[config.mk]
export PLATFORM = sky130hd
export DESIGN_NAME = scope_trace_svf_plotter
export DESIGN_NICKNAME = d
export VERILOG_FILES = /design/src/hw/rtl/stsp_pkg.sv /design/src/hw/rtl/stsp_xdiv.sv /design/src/hw/rtl/stsp_filt.sv /design/src/hw/rtl/scope_trace_svf_plotter.sv
export SDC_FILE = /design/constraint.sdc
export NUM_CORES = 2
export LEC_CHECK = 0
export BUFFER_PORTS_ARGS = -buffer_cell sky130_fd_sc_hd__buf_2
export CAP_MARGIN = 0
export CORE_MARGIN = 2
export CORE_UTILIZATION = 65
export CTS_CLUSTER_DIAMETER = 100
export DETAILED_ROUTE_END_ITERATION = 6
export GPL_TIMING_DRIVEN = 0
export PLACE_DENSITY_LB_ADDON = 0.05
export SLEW_MARGIN = 30
export SYNTH_ARGS = -nofsm -noshare
export SYNTH_HDL_FRONTEND = slang
export SYNTH_SLANG_ARGS = --single-unit
[constraint.sdc]
create_clock -name clock -period 14.1 [get_ports clock]
set_input_delay 2.82 -clock clock [delete_from_list [all_inputs] [get_ports clock]]
set_output_delay 2.82 -clock clock [all_outputs]
set_load 0.05 [all_outputs]
[src/hw/rtl/stsp_pkg.sv]
// Shared types and constants for the scope trace plotter.
package stsp_pkg;

   localparam int CHANNELS   = 2;
   localparam int FILT_WORDS = 6;
   localparam int COORD_W    = 12;
   localparam int DIM_W      = 13;
   localparam int SAMPLE_W   = 16;
   localparam int WORD_W     = 32;
   localparam int DVD_W      = 24;

   localparam logic [DIM_W-1:0] DIM_MAX         = 13'd4096;
   localparam logic [DIM_W-1:0] WIDTH_RESET     = 13'd320;
   localparam logic [DIM_W-1:0] HEIGHT_RESET    = 13'd200;
   localparam logic [DIM_W-1:0] SAMPLES_RESET   = 13'd1024;
   localparam logic [1:0]       STYLE_RESET     = 2'd0;
   localparam int               STYLE_LINE_BIT  = 0;
   localparam int               STYLE_COLOR_BIT = 1;
   localparam logic [1:0]       TRACE_PLAIN     = 2'd1;
   localparam logic [1:0]       TRACE_COLOR     = 2'd3;

   typedef enum logic [1:0] {
      CSR_DRAW_STYLE        = 2'd0,
      CSR_FRAME_WIDTH       = 2'd1,
      CSR_FRAME_HEIGHT      = 2'd2,
      CSR_SAMPLES_PER_FRAME = 2'd3
   } csr_index_type;

   typedef struct packed {
      logic                       channel;
      logic signed [SAMPLE_W-1:0] sample;
      logic [COORD_W-1:0]         sample_index;
   } req_word_type;

   typedef struct packed {
      logic [COORD_W-1:0] x_pos;
      logic [COORD_W-1:0] y_first;
      logic [COORD_W-1:0] y_second;
      logic [COORD_W-1:0] y_third;
      logic [1:0]         trace_count;
      logic               segment_valid;
      logic [COORD_W-1:0] prev_x;
      logic [COORD_W-1:0] prev_y_first;
      logic [COORD_W-1:0] prev_y_second;
      logic [COORD_W-1:0] prev_y_third;
   } rsp_word_type;

   typedef struct packed {
      logic [DIM_W-1:0]   depth;
      logic [COORD_W-1:0] offset;
      logic [COORD_W-1:0] top;
   } geo_type;

   typedef struct packed {
      logic [COORD_W-1:0] x;
      logic [COORD_W-1:0] y1;
      logic [COORD_W-1:0] y2;
      logic [COORD_W-1:0] y3;
   } point_type;

   typedef struct packed {
      logic                       start;
      logic                       color;
      logic                       channel;
      logic signed [SAMPLE_W-1:0] sample;
   } filt_cmd_type;

   typedef struct packed {
      logic               start;
      logic [COORD_W-1:0] index;
      logic [DIM_W-1:0]   span;
      logic [DIM_W-1:0]   count;
      logic [COORD_W-1:0] limit;
   } xdiv_cmd_type;

endpackage

[src/hw/rtl/stsp_xdiv.sv]
// Restoring divider for the horizontal plot coordinate.
module stsp_xdiv
   import stsp_pkg::*;
(
   input  logic               clock,
   input  logic               reset,
   input  xdiv_cmd_type       cmd,
   output logic               done,
   output logic [COORD_W-1:0] x_pos
);

   localparam int CNT_W = $clog2(DVD_W + 1);

   typedef enum logic [1:0] {
      D_IDLE,
      D_STEP,
      D_FIN
   } div_state_type;

   div_state_type      state_ff, state_in;
   logic               done_ff, done_in;
   logic [CNT_W-1:0]   cnt_ff, cnt_in;
   logic [DVD_W-1:0]   quo_ff, quo_in;
   logic [DIM_W-1:0]   rem_ff, rem_in;
   logic [DIM_W-1:0]   div_ff, div_in;
   logic [COORD_W-1:0] lim_ff, lim_in;
   logic [COORD_W-1:0] x_ff, x_in;
   logic [DIM_W:0]     trial;
   logic [DIM_W:0]     diff;

   assign trial = {rem_ff, quo_ff[DVD_W-1]};
   assign diff  = trial - {1'b0, div_ff};

   always_comb begin
      state_in = state_ff;
      done_in  = done_ff;
      cnt_in   = cnt_ff;
      quo_in   = quo_ff;
      rem_in   = rem_ff;
      div_in   = div_ff;
      lim_in   = lim_ff;
      x_in     = x_ff;
      case (state_ff)
         D_IDLE: begin
            if (cmd.start) begin
               quo_in   = DVD_W'(cmd.index) * DVD_W'(cmd.span);
               rem_in   = '0;
               div_in   = cmd.count;
               lim_in   = cmd.limit;
               cnt_in   = CNT_W'(DVD_W);
               done_in  = 1'b0;
               state_in = D_STEP;
            end
         end
         D_STEP: begin
            if (trial >= {1'b0, div_ff}) begin
               rem_in = diff[DIM_W-1:0];
               quo_in = {quo_ff[DVD_W-2:0], 1'b1};
            end else begin
               rem_in = trial[DIM_W-1:0];
               quo_in = {quo_ff[DVD_W-2:0], 1'b0};
            end
            cnt_in = cnt_ff - CNT_W'(1);
            if (cnt_ff == CNT_W'(1)) begin
               state_in = D_FIN;
            end
         end
         D_FIN: begin
            if (quo_ff > DVD_W'(lim_ff)) begin
               x_in = lim_ff;
            end else begin
               x_in = quo_ff[COORD_W-1:0];
            end
            done_in  = 1'b1;
            state_in = D_IDLE;
         end
         default: begin
            state_in = D_IDLE;
         end
      endcase
   end

   always_ff @(posedge clock) begin
      if (reset) begin
         state_ff <= D_IDLE;
         done_ff  <= 1'b0;
      end else begin
         state_ff <= state_in;
         done_ff  <= done_in;
      end
      cnt_ff <= cnt_in;
      quo_ff <= quo_in;
      rem_ff <= rem_in;
      div_ff <= div_in;
      lim_ff <= lim_in;
      x_ff   <= x_in;
   end

   assign done  = done_ff;
   assign x_pos = x_ff;

endmodule

[src/hw/rtl/stsp_filt.sv]
// Filter sequencer: state-variable filter cascade over the filter store (colour style), y scaling.
module stsp_filt
   import stsp_pkg::*;
(
   input  logic               clock,
   input  logic               reset,
   input  filt_cmd_type       cmd,
   input  geo_type            geo,
   output logic               done,
   output logic [COORD_W-1:0] y_first,
   output logic [COORD_W-1:0] y_second,
   output logic [COORD_W-1:0] y_third
);

   localparam int DEPTH   = CHANNELS * FILT_WORDS;
   localparam int ADDR_W  = $clog2(DEPTH);
   localparam int ACC_W   = 35;
   localparam int MUL_A_W = 33;
   localparam int MUL_B_W = 18;
   localparam int FULL_W  = MUL_A_W + MUL_B_W;
   localparam int PROD_W  = 48;
   localparam int RAW_W   = 30;

   localparam logic [ADDR_W-1:0] OFS_L1 = ADDR_W'(0);
   localparam logic [ADDR_W-1:0] OFS_B1 = ADDR_W'(1);
   localparam logic [ADDR_W-1:0] OFS_H1 = ADDR_W'(2);
   localparam logic [ADDR_W-1:0] OFS_L2 = ADDR_W'(3);
   localparam logic [ADDR_W-1:0] OFS_B2 = ADDR_W'(4);
   localparam logic [ADDR_W-1:0] OFS_H2 = ADDR_W'(5);

   localparam logic signed [MUL_B_W-1:0] COEF1 = 18'sd9830;
   localparam logic signed [MUL_B_W-1:0] COEF2 = 18'sd29491;
   localparam logic [PROD_W-1:0]         ROUND_HALF = 48'd32768;

   typedef enum logic [4:0] {
      F_IDLE, F_RD0, F_RD1, F_RD3, F_RD4, F_H1,
      F_MB1, F_RB1, F_AB1, F_ML1, F_RL1, F_AL1,
      F_H2A, F_H2B, F_H2,
      F_MB2, F_RB2, F_AB2, F_ML2, F_RL2, F_AL2,
      F_MY1, F_FY1, F_FY2, F_FY3,
      F_MRAW, F_FRAW
   } filt_state_type;

   function automatic logic signed [ACC_W-1:0] ext_word(input logic signed [WORD_W-1:0] w);
      return {{(ACC_W-WORD_W){w[WORD_W-1]}}, w};
   endfunction

   function automatic logic signed [WORD_W-1:0] sat_word(input logic signed [ACC_W-1:0] v);
      if (&v[ACC_W-1:WORD_W-1] || ~|v[ACC_W-1:WORD_W-1]) begin
         return v[WORD_W-1:0];
      end else if (v[ACC_W-1]) begin
         return {1'b1, {(WORD_W-1){1'b0}}};
      end else begin
         return {1'b0, {(WORD_W-1){1'b1}}};
      end
   endfunction

   function automatic logic signed [MUL_A_W-1:0] mul_word(input logic signed [WORD_W-1:0] w);
      return {w[WORD_W-1], w};
   endfunction

   function automatic logic [COORD_W-1:0] scale_y(input logic [PROD_W-1:0] p,
                                                  input geo_type g);
      logic signed [PROD_W-1:0] num;
      logic [PROD_W-25:0]       q;
      num = $signed({{(PROD_W-COORD_W-24){1'b0}}, g.offset, 24'b0}) + $signed(p);
      q   = num[PROD_W-1:24];
      if (num[PROD_W-1]) begin
         return '0;
      end else if (q > (PROD_W-24)'(g.top)) begin
         return g.top;
      end else begin
         return q[COORD_W-1:0];
      end
   endfunction

   filt_state_type            state_ff, state_in;
   logic                      done_ff, done_in;
   logic [ADDR_W-1:0]         base_ff, base_in;
   logic signed [SAMPLE_W-1:0] sample_ff, sample_in;
   geo_type                   geo_ff, geo_in;
   logic signed [ACC_W-1:0]   acc_ff, acc_in;
   logic [PROD_W-1:0]         prod_ff;
   logic signed [WORD_W-1:0]  cm_ff, cm_in;
   logic signed [WORD_W-1:0]  l1_ff, l1_in, b1_ff, b1_in, h1_ff, h1_in;
   logic signed [WORD_W-1:0]  l2_ff, l2_in, b2_ff, b2_in, h2_ff, h2_in;
   logic [COORD_W-1:0]        y1_ff, y1_in, y2_ff, y2_in, y3_ff, y3_in;
   logic [DEPTH-1:0]          valid_ff, valid_in;

   logic signed [WORD_W-1:0]  filter_store [DEPTH];
   logic signed [WORD_W-1:0]  rdata_ff;
   logic                      rvld_ff;
   logic signed [WORD_W-1:0]  rword;
   logic [ADDR_W-1:0]         rd_addr;
   logic                      wr_en;
   logic [ADDR_W-1:0]         wr_addr;
   logic signed [WORD_W-1:0]  wr_data;

   logic signed [MUL_A_W-1:0] mul_a;
   logic signed [MUL_B_W-1:0] mul_b;
   logic signed [FULL_W-1:0]  prod_full;
   logic [PROD_W-1:0]         rnd_sum;
   logic signed [RAW_W-1:0]   raw_num;
   logic signed [MUL_B_W-1:0] depth_b;

   assign rword     = rvld_ff ? rdata_ff : '0;
   assign prod_full = mul_a * mul_b;
   assign rnd_sum   = prod_ff + ROUND_HALF;
   assign depth_b   = $signed({{(MUL_B_W-DIM_W){1'b0}}, geo_ff.depth});
   assign raw_num   = $signed({{(RAW_W-COORD_W-16){1'b0}}, geo_ff.offset, 16'b0})
                    + $signed(prod_ff[RAW_W-1:0]);

   always_comb begin
      state_in  = state_ff;
      done_in   = done_ff;
      base_in   = base_ff;
      sample_in = sample_ff;
      geo_in    = geo_ff;
      acc_in    = acc_ff;
      cm_in     = rnd_sum[PROD_W-1:16];
      l1_in     = l1_ff;
      b1_in     = b1_ff;
      h1_in     = h1_ff;
      l2_in     = l2_ff;
      b2_in     = b2_ff;
      h2_in     = h2_ff;
      y1_in     = y1_ff;
      y2_in     = y2_ff;
      y3_in     = y3_ff;
      rd_addr   = base_ff;
      wr_en     = 1'b0;
      wr_addr   = base_ff;
      wr_data   = '0;
      mul_a     = '0;
      mul_b     = '0;
      case (state_ff)
         F_IDLE: begin
            if (cmd.start) begin
               base_in   = ADDR_W'(cmd.channel) * ADDR_W'(FILT_WORDS);
               sample_in = cmd.sample;
               geo_in    = geo;
               done_in   = 1'b0;
               state_in  = cmd.color ? F_RD0 : F_MRAW;
            end
         end
         F_RD0: begin
            rd_addr  = base_ff + OFS_L1;
            acc_in   = {{(ACC_W-SAMPLE_W-8){sample_ff[SAMPLE_W-1]}}, sample_ff, 8'b0};
            state_in = F_RD1;
         end
         F_RD1: begin
            rd_addr  = base_ff + OFS_B1;
            l1_in    = rword;
            acc_in   = acc_ff - ext_word(rword);
            state_in = F_RD3;
         end
         F_RD3: begin
            rd_addr  = base_ff + OFS_L2;
            b1_in    = rword;
            acc_in   = acc_ff - (ext_word(rword) <<< 1);
            state_in = F_RD4;
         end
         F_RD4: begin
            rd_addr  = base_ff + OFS_B2;
            l2_in    = rword;
            state_in = F_H1;
         end
         F_H1: begin
            b2_in    = rword;
            h1_in    = sat_word(acc_ff);
            wr_en    = 1'b1;
            wr_addr  = base_ff + OFS_H1;
            wr_data  = sat_word(acc_ff);
            state_in = F_MB1;
         end
         F_MB1: begin
            mul_a    = mul_word(h1_ff);
            mul_b    = COEF1;
            state_in = F_RB1;
         end
         F_RB1: begin
            state_in = F_AB1;
         end
         F_AB1: begin
            b1_in    = sat_word(ext_word(b1_ff) + ext_word(cm_ff));
            wr_en    = 1'b1;
            wr_addr  = base_ff + OFS_B1;
            wr_data  = sat_word(ext_word(b1_ff) + ext_word(cm_ff));
            state_in = F_ML1;
         end
         F_ML1: begin
            mul_a    = mul_word(b1_ff);
            mul_b    = COEF1;
            state_in = F_RL1;
         end
         F_RL1: begin
            state_in = F_AL1;
         end
         F_AL1: begin
            l1_in    = sat_word(ext_word(l1_ff) + ext_word(cm_ff));
            wr_en    = 1'b1;
            wr_addr  = base_ff + OFS_L1;
            wr_data  = sat_word(ext_word(l1_ff) + ext_word(cm_ff));
            acc_in   = ext_word(b1_ff) + ext_word(h1_ff);
            state_in = F_H2A;
         end
         F_H2A: begin
            acc_in   = acc_ff - (ext_word(b2_ff) <<< 1);
            state_in = F_H2B;
         end
         F_H2B: begin
            acc_in   = acc_ff - ext_word(l2_ff);
            state_in = F_H2;
         end
         F_H2: begin
            h2_in    = sat_word(acc_ff);
            wr_en    = 1'b1;
            wr_addr  = base_ff + OFS_H2;
            wr_data  = sat_word(acc_ff);
            state_in = F_MB2;
         end
         F_MB2: begin
            mul_a    = mul_word(h2_ff);
            mul_b    = COEF2;
            state_in = F_RB2;
         end
         F_RB2: begin
            state_in = F_AB2;
         end
         F_AB2: begin
            b2_in    = sat_word(ext_word(b2_ff) + ext_word(cm_ff));
            wr_en    = 1'b1;
            wr_addr  = base_ff + OFS_B2;
            wr_data  = sat_word(ext_word(b2_ff) + ext_word(cm_ff));
            state_in = F_ML2;
         end
         F_ML2: begin
            mul_a    = mul_word(b2_ff);
            mul_b    = COEF2;
            state_in = F_RL2;
         end
         F_RL2: begin
            state_in = F_AL2;
         end
         F_AL2: begin
            l2_in    = sat_word(ext_word(l2_ff) + ext_word(cm_ff));
            wr_en    = 1'b1;
            wr_addr  = base_ff + OFS_L2;
            wr_data  = sat_word(ext_word(l2_ff) + ext_word(cm_ff));
            acc_in   = ext_word(b2_ff) + ext_word(h2_ff);
            state_in = F_MY1;
         end
         F_MY1: begin
            mul_a    = mul_word(l1_ff);
            mul_b    = depth_b;
            state_in = F_FY1;
         end
         F_FY1: begin
            y1_in    = scale_y(prod_ff, geo_ff);
            mul_a    = mul_word(l2_ff);
            mul_b    = depth_b;
            state_in = F_FY2;
         end
         F_FY2: begin
            y2_in    = scale_y(prod_ff, geo_ff);
            mul_a    = acc_ff[MUL_A_W-1:0];
            mul_b    = depth_b;
            state_in = F_FY3;
         end
         F_FY3: begin
            y3_in    = scale_y(prod_ff, geo_ff);
            done_in  = 1'b1;
            state_in = F_IDLE;
         end
         F_MRAW: begin
            mul_a    = {{(MUL_A_W-SAMPLE_W){sample_ff[SAMPLE_W-1]}}, sample_ff};
            mul_b    = depth_b;
            state_in = F_FRAW;
         end
         F_FRAW: begin
            y1_in    = raw_num[RAW_W-1] ? '0 : raw_num[COORD_W+15:16];
            y2_in    = '0;
            y3_in    = '0;
            done_in  = 1'b1;
            state_in = F_IDLE;
         end
         default: begin
            state_in = F_IDLE;
         end
      endcase
      valid_in = valid_ff;
      if (wr_en) begin
         valid_in[wr_addr] = 1'b1;
      end
   end

   always_ff @(posedge clock) begin
      if (reset) begin
         state_ff <= F_IDLE;
         done_ff  <= 1'b0;
         valid_ff <= '0;
      end else begin
         state_ff <= state_in;
         done_ff  <= done_in;
         valid_ff <= valid_in;
      end
      base_ff   <= base_in;
      sample_ff <= sample_in;
      geo_ff    <= geo_in;
      acc_ff    <= acc_in;
      prod_ff   <= prod_full[PROD_W-1:0];
      cm_ff     <= cm_in;
      l1_ff     <= l1_in;
      b1_ff     <= b1_in;
      h1_ff     <= h1_in;
      l2_ff     <= l2_in;
      b2_ff     <= b2_in;
      h2_ff     <= h2_in;
      y1_ff     <= y1_in;
      y2_ff     <= y2_in;
      y3_ff     <= y3_in;
   end

   always_ff @(posedge clock) begin
      if (wr_en) begin
         filter_store[wr_addr] <= wr_data;
      end
      rdata_ff <= filter_store[rd_addr];
      rvld_ff  <= valid_ff[rd_addr];
   end

   assign done     = done_ff;
   assign y_first  = y1_ff;
   assign y_second = y2_ff;
   assign y_third  = y3_ff;

endmodule

[src/hw/rtl/scope_trace_svf_plotter.sv]
// Top level of the scope trace plotter: registers, control, point store, output stage.
//
//   channel | direction | signals                          | word
//   --------+-----------+----------------------------------+---------------------------
//   req     | in        | req_valid / req_ready / req_word | channel, sample, index
//   rsp     | out       | rsp_valid / rsp_ready / rsp_word | x, three y, segment start
//   csr     | in        | csr_valid / csr_ready            | csr_index, csr_data
//
// One sample word at a time: the result is registered once both compute units are done, and
// the next input word is taken once that result is loaded; the 24-step x divider is the longer
// unit in every style (the colour filter sequence finishes within it).
// Reset clears the registers to their defaults and marks both stores empty; no sweep.
// A result waiting on rsp_ready does not stop the next input word; a second finished
// result holds in the compute units until the output register frees.
module scope_trace_svf_plotter
   import stsp_pkg::*;
(
   input  logic             clock,
   input  logic             reset,
   input  logic             req_valid,
   output logic             req_ready,
   input  req_word_type     req_word,
   output logic             rsp_valid,
   input  logic             rsp_ready,
   output rsp_word_type     rsp_word,
   input  logic             csr_valid,
   output logic             csr_ready,
   input  csr_index_type    csr_index,
   input  logic [DIM_W-1:0] csr_data
);

   localparam int LP_ADDR_W = (CHANNELS > 1) ? $clog2(CHANNELS) : 1;

   typedef enum logic [1:0] {
      T_IDLE,
      T_BUSY,
      T_HOLD
   } top_state_type;

   function automatic logic [DIM_W-1:0] clamp_dim(input logic [DIM_W-1:0] v,
                                                  input logic [DIM_W-1:0] lo);
      if (v < lo) begin
         return lo;
      end else if (v > DIM_MAX) begin
         return DIM_MAX;
      end else begin
         return v;
      end
   endfunction

   top_state_type       state_ff, state_in;
   logic                rsp_valid_ff, rsp_valid_in;
   rsp_word_type        rsp_word_ff, rsp_word_in;
   logic [1:0]          style_ff, style_in;
   logic [DIM_W-1:0]    width_ff, width_in;
   logic [DIM_W-1:0]    height_ff, height_in;
   logic [DIM_W-1:0]    count_ff, count_in;
   logic [LP_ADDR_W-1:0] ch_ff, ch_in;
   logic                seg_ff, seg_in;
   logic                color_ff, color_in;
   logic [CHANNELS-1:0] lp_valid_ff, lp_valid_in;

   point_type           last_point [CHANNELS];
   point_type           lp_rdata_ff;
   logic                lp_rvld_ff;
   point_type           prev;
   point_type           cur;

   logic                line;
   logic                color;
   logic [DIM_W-1:0]    w;
   logic [DIM_W-1:0]    w_m1;
   logic [DIM_W-1:0]    h;
   logic [DIM_W-1:0]    h_m2;
   logic [DIM_W-1:0]    d;
   geo_type             geo;
   logic                accept;
   logic                start;
   logic                out_free;
   logic                load;
   filt_cmd_type        filt_cmd;
   xdiv_cmd_type        xdiv_cmd;
   logic                filt_done;
   logic                xdiv_done;
   logic [COORD_W-1:0]  x_val;
   logic [COORD_W-1:0]  y1_val;
   logic [COORD_W-1:0]  y2_val;
   logic [COORD_W-1:0]  y3_val;

   assign line   = style_ff[STYLE_LINE_BIT];
   assign color  = style_ff[STYLE_COLOR_BIT];
   assign w      = clamp_dim(width_ff, 13'd1);
   assign w_m1   = w - 13'd1;
   assign h      = clamp_dim(height_ff, 13'd2);
   assign h_m2   = h - 13'd2;
   assign d      = line ? h - 13'd1 : h;

   assign geo.depth  = d;
   assign geo.offset = d[DIM_W-1:1];
   assign geo.top    = h_m2[COORD_W-1:0];

   assign req_ready = (state_ff == T_IDLE);
   assign csr_ready = 1'b1;
   assign accept    = req_valid && req_ready;
   assign start     = accept && (int'(req_word.channel) < CHANNELS);
   assign out_free  = !rsp_valid_ff || rsp_ready;

   assign filt_cmd.start   = start;
   assign filt_cmd.color   = color;
   assign filt_cmd.channel = req_word.channel;
   assign filt_cmd.sample  = req_word.sample;

   assign xdiv_cmd.start = start;
   assign xdiv_cmd.index = req_word.sample_index;
   assign xdiv_cmd.span  = line ? w_m1 : w;
   assign xdiv_cmd.count = clamp_dim(count_ff, 13'd1);
   assign xdiv_cmd.limit = w_m1[COORD_W-1:0];

   stsp_xdiv u_xdiv (
      .clock (clock),
      .reset (reset),
      .cmd   (xdiv_cmd),
      .done  (xdiv_done),
      .x_pos (x_val)
   );

   stsp_filt u_filt (
      .clock    (clock),
      .reset    (reset),
      .cmd      (filt_cmd),
      .geo      (geo),
      .done     (filt_done),
      .y_first  (y1_val),
      .y_second (y2_val),
      .y_third  (y3_val)
   );

   assign prev   = lp_rvld_ff ? lp_rdata_ff : '0;
   assign cur.x  = x_val;
   assign cur.y1 = y1_val;
   assign cur.y2 = y2_val;
   assign cur.y3 = y3_val;

   always_comb begin
      state_in     = state_ff;
      style_in     = style_ff;
      width_in     = width_ff;
      height_in    = height_ff;
      count_in     = count_ff;
      ch_in        = ch_ff;
      seg_in       = seg_ff;
      color_in     = color_ff;
      load         = 1'b0;
      if (csr_valid && csr_ready) begin
         case (csr_index)
            CSR_DRAW_STYLE:        style_in  = csr_data[1:0];
            CSR_FRAME_WIDTH:       width_in  = csr_data;
            CSR_FRAME_HEIGHT:      height_in = csr_data;
            CSR_SAMPLES_PER_FRAME: count_in  = csr_data;
            default: ;
         endcase
      end
      case (state_ff)
         T_IDLE: begin
            if (start) begin
               ch_in    = LP_ADDR_W'(req_word.channel);
               seg_in   = line && (req_word.sample_index != '0);
               color_in = color;
               state_in = T_BUSY;
            end
         end
         T_BUSY: begin
            if (xdiv_done && filt_done) begin
               if (out_free) begin
                  load     = 1'b1;
                  state_in = T_IDLE;
               end else begin
                  state_in = T_HOLD;
               end
            end
         end
         T_HOLD: begin
            if (out_free) begin
               load     = 1'b1;
               state_in = T_IDLE;
            end
         end
         default: begin
            state_in = T_IDLE;
         end
      endcase

      rsp_valid_in = rsp_valid_ff && !rsp_ready;
      rsp_word_in  = rsp_word_ff;
      lp_valid_in  = lp_valid_ff;
      if (load) begin
         rsp_valid_in              = 1'b1;
         rsp_word_in.x_pos         = cur.x;
         rsp_word_in.y_first       = cur.y1;
         rsp_word_in.y_second      = cur.y2;
         rsp_word_in.y_third       = cur.y3;
         rsp_word_in.trace_count   = color_ff ? TRACE_COLOR : TRACE_PLAIN;
         rsp_word_in.segment_valid = seg_ff;
         rsp_word_in.prev_x        = seg_ff ? prev.x : '0;
         rsp_word_in.prev_y_first  = seg_ff ? prev.y1 : '0;
         rsp_word_in.prev_y_second = (seg_ff && color_ff) ? prev.y2 : '0;
         rsp_word_in.prev_y_third  = (seg_ff && color_ff) ? prev.y3 : '0;
         lp_valid_in[ch_ff]        = 1'b1;
      end
   end

   always_ff @(posedge clock) begin
      if (reset) begin
         state_ff     <= T_IDLE;
         rsp_valid_ff <= 1'b0;
         style_ff     <= STYLE_RESET;
         width_ff     <= WIDTH_RESET;
         height_ff    <= HEIGHT_RESET;
         count_ff     <= SAMPLES_RESET;
         lp_valid_ff  <= '0;
      end else begin
         state_ff     <= state_in;
         rsp_valid_ff <= rsp_valid_in;
         style_ff     <= style_in;
         width_ff     <= width_in;
         height_ff    <= height_in;
         count_ff     <= count_in;
         lp_valid_ff  <= lp_valid_in;
      end
      rsp_word_ff <= rsp_word_in;
      ch_ff       <= ch_in;
      seg_ff      <= seg_in;
      color_ff    <= color_in;
   end

   always_ff @(posedge clock) begin
      if (load) begin
         last_point[ch_ff] <= cur;
      end
      if (start) begin
         lp_rdata_ff <= last_point[LP_ADDR_W'(req_word.channel)];
         lp_rvld_ff  <= lp_valid_ff[LP_ADDR_W'(req_word.channel)];
      end
   end

   assign rsp_valid = rsp_valid_ff;
   assign rsp_word  = rsp_word_ff;

endmodule
==> results.cfg <==
[cts]
tritoncts = done
cts_setup_buffers = 0
clock_tree.buffer_depth = 3
insertion_delay_ps = 850
htree_levels = 3
cts_num_sinks = 1179
cts_hold_buf = 0
cts_buffers = 120
cts_resized = 0
clk_pin_slew_ps = 70
cts-root-buf = clkbuf_16

[logic_synthesis]
synth.cell_area_sq_um = 83400
synth-edff-count = 1014
synth_compound_area_share_pct = 13.5
avgSynthCellArea_sq_um = 10.2
ys_types = 104
ys_seq_area_share_pct = 40.5
ys.flop_type = edfxtp_1
async_flop_share_pct = 0
yosysWarnings = 0
synth_top_family_by_area = adder cells
netlist_instances = 8167
synth_seq_cells = 1179
yosys.area_share.simple_pct = 14.4
muxShareOfSynthArea_pct = 1.08
yosys.area_share.adder_pct = 21.5
synth_xor_xnor_area_share_pct = 3.87

[floorplanning]
die_area_sq_um = 131000
start_util_pct = 65.5
die_h_microns = 362
core-area_sq_um = 127000
rows = 131
die_x_microns = 362
io_pins = 151

[grt]
grt_max_degree = 41
grt_pass1_vias = 70600
grt_first_pass_wirelength_microns = 474000
use_met3_pct = 18.4
met2_usage_pct = 73.8
grt_util_met1_pct = 59.9
antenna_found_initial = 26
grt_usage_pct = 50.5
busiest_layer = met2
grt.overflow.total = 0

[critical_path]
max_stage_delay_ps = 760
critPathLaunchType = flip-flop
r2r_end = u_filt.prod_ff[47]$_DFF_P_
worstPathMaxFanout = 10
startpoint = u_filt.state_ff[0]$_SDFFE_PP0P_
path_depth = 31
worst_r2r_path_depth = 31
critPathCapture = u_filt.prod_ff[47]$_DFF_P_
r2r_slack_ps = 3130
crit_buf_inv = 8
cp_slowest_cell = clkbuf_1
crit_path_end_kind = flip-flop
r2r-start = u_filt.state_ff[0]$_SDFFE_PP0P_
critical_path_class = flip-flop to flip-flop
crit_top_cell = fa_1
required_ps = 14790
cp.arrival_ps = 11660
cp_top_family = adder cells

[sta]
period_minus_slack_ps = 10970
skew_ps = 82.7
fmax_mhz = 91.2
setup_violations = 0
fin_ws_ps = 3130
tns_ps = 0
tightestPinTransition_ps = 1300
rsz0062_at_grt = no
period_share_pct = 77.8
slew_headroom_pct = 13.0
drv_slew = 0
worst_hold_slack_ps = 475
hold_viol = 0

[layout]
multi_input_area_sq_um = 45600
layout_commonest_cell = nand2_1
final_util_pct = 72.1
layout_common_cells = 1183 x nand2_1, 1014 x edfxtp_1, 762 x inv_1, 581 x fa_1, 501 x a21oi_1
ff_latch_area_sq_um = 33800
drive_above_1_share_pct = 7.32
finalNonFillerCells = 10300
fin_nets = 9645
nFillCells = 8602
area_growth_pct = 10.1

[detailed_routing]
wl_per_cell_microns = 32.4
wirelength_microns = 333000
via_count = 72400
drc_errors = 31
vias_per_cell = 7.03
initialDrtViolationCount = 12900
dr.pass1.iters = 7
ant_nets = 0

[status]
violations = DRC
status = complete, but fails checks

[power]
p_leak_nw = 38.3
ir_drop_uv = 164
power_density_nw_per_um2 = 167

[placement]
globalplace.congestion = 1.13
dp_hpwl_microns = 254000
placedCellCount = 10100
place_ws_ps = 3380
io_buffers = 147

[flow_run]
cap_violations = 0

[min_path]
worst_hold_path_type = flip-flop to flip-flop
-- cells in the mapped netlist, drive strengths merged, types with 18 or more instances --
cell	instances	area share (%)
a31oi	77	0.58
o22ai	30	0.23
a21o	189	1.7
nor4	26	0.22
o21bai	50	0.45
o21a	40	0.36
o21ai	304	1.8
edfxtp	1014	37
xnor2	241	2.5
o211ai	96	0.87
and2	118	0.89
or3	27	0.20
a311oi	40	0.43
nand3	228	1.4
mux2i	31	0.38
o31ai	21	0.20
or2	23	0.17
a22o	72	0.76
a21oi	507	3.0
and3	149	1.1
a211oi	40	0.37
a21boi	18	0.16
clkbuf	328	1.5
buf	43	0.25
nor2b	111	0.83
a221oi	28	0.32
mux2	52	0.70
nor3	85	0.55
xor2	127	1.3
nand2b	78	0.59
ha	500	7.5
fa	581	14
a221o	31	0.37
nand2	1185	5.3
nand3b	21	0.19
dfxtp	165	4.0
nand4	56	0.42
nor2	450	2.0
a22oi	34	0.31
inv	768	3.5
-- routing by layer --
layer / share of wire, % / wire [microns]
met5: 0.025 / 84
met4: 11 / 35600
met3: 15 / 49700
met2: 42 / 140000
met1: 32 / 108000
-- worst min-delay path by stage --
stage                                      from                     endpoint  slack [ps]  cells past startpoint
floorplan              style_ff[1]$_SDFFE_PP0P_           color_ff$_DFFE_PP_         430                      0
global placement    lp_valid_ff[1]$_SDFFE_PP0P_  lp_valid_ff[1]$_SDFFE_PP0P_         440                      2
detailed placement     count_ff[7]$_SDFFE_PP0P_     count_ff[7]$_SDFFE_PP0P_         460                      2
CTS                    count_ff[7]$_SDFFE_PP0P_     count_ff[7]$_SDFFE_PP0P_         470                      2
global route           count_ff[7]$_SDFFE_PP0P_     count_ff[7]$_SDFFE_PP0P_         500                      2
finish                 count_ff[7]$_SDFFE_PP0P_     count_ff[7]$_SDFFE_PP0P_         480                      2
-- power breakdown --
group          internal [mW]  switching (mW)
Combinational           2.19            4.60
Sequential              4.54           0.567
Clock                   1.86            1.58
Total                   8.59            6.75
-- state kept, by name, indices dropped and copies added, names as in the netlist, 33 cells and up --
register / cells
u_filt.filter_store: 384
rsp_word: 98
last_point: 96
lp_rdata_ff: 48
u_filt.acc_ff: 35
u_filt.prod_ff: 33
-- area by class of cell --
class,instances,area share (%)
Clock inverter,80,1.03
Tap cell,1662,2.27
Sequential cell,1179,36.8
Multi-Input combinational cell,5850,49.7
Inverter,768,3.15
Buffer,371,1.59
Timing Repair Buffer,225,1.98
Antenna cell,18,0.0491
Clock buffer,149,3.46
-- logic make-up (layout without fill, tap and decap cells) --
family	after synthesis	after routing
other cells	1	20
simple gates	2602	2602
compound gates	1712	1712
mux	83	83
flops	1179	1179
buf+inv	1139	1593
fa+ha+maj	1083	1083
xor+xnor	368	368
-- worst register-to-register path, delay by kind of cell (launching register included) --
family,cells,cell delay [ps]
buffers and inverters,8,2290
xor gates and xnor gates,1,190
DFF,1,400
adders and majority gates,7,3410
and+or+nand+nor,8,2400
AOI/OAI and AO/OA,7,2150
-- stage by stage --
step           instance area (sq um)  total power [mW]
3_3_place_gp                   86200              11.0
3_5_place_dp                   87500              11.3
2_1_floorplan                  83400              8.93
5_1_grt                        91800              15.7
4_1_cts                        91600              14.8
6_report                       91800              15.3
Note: power is estimated with default switching activity, not from simulation.
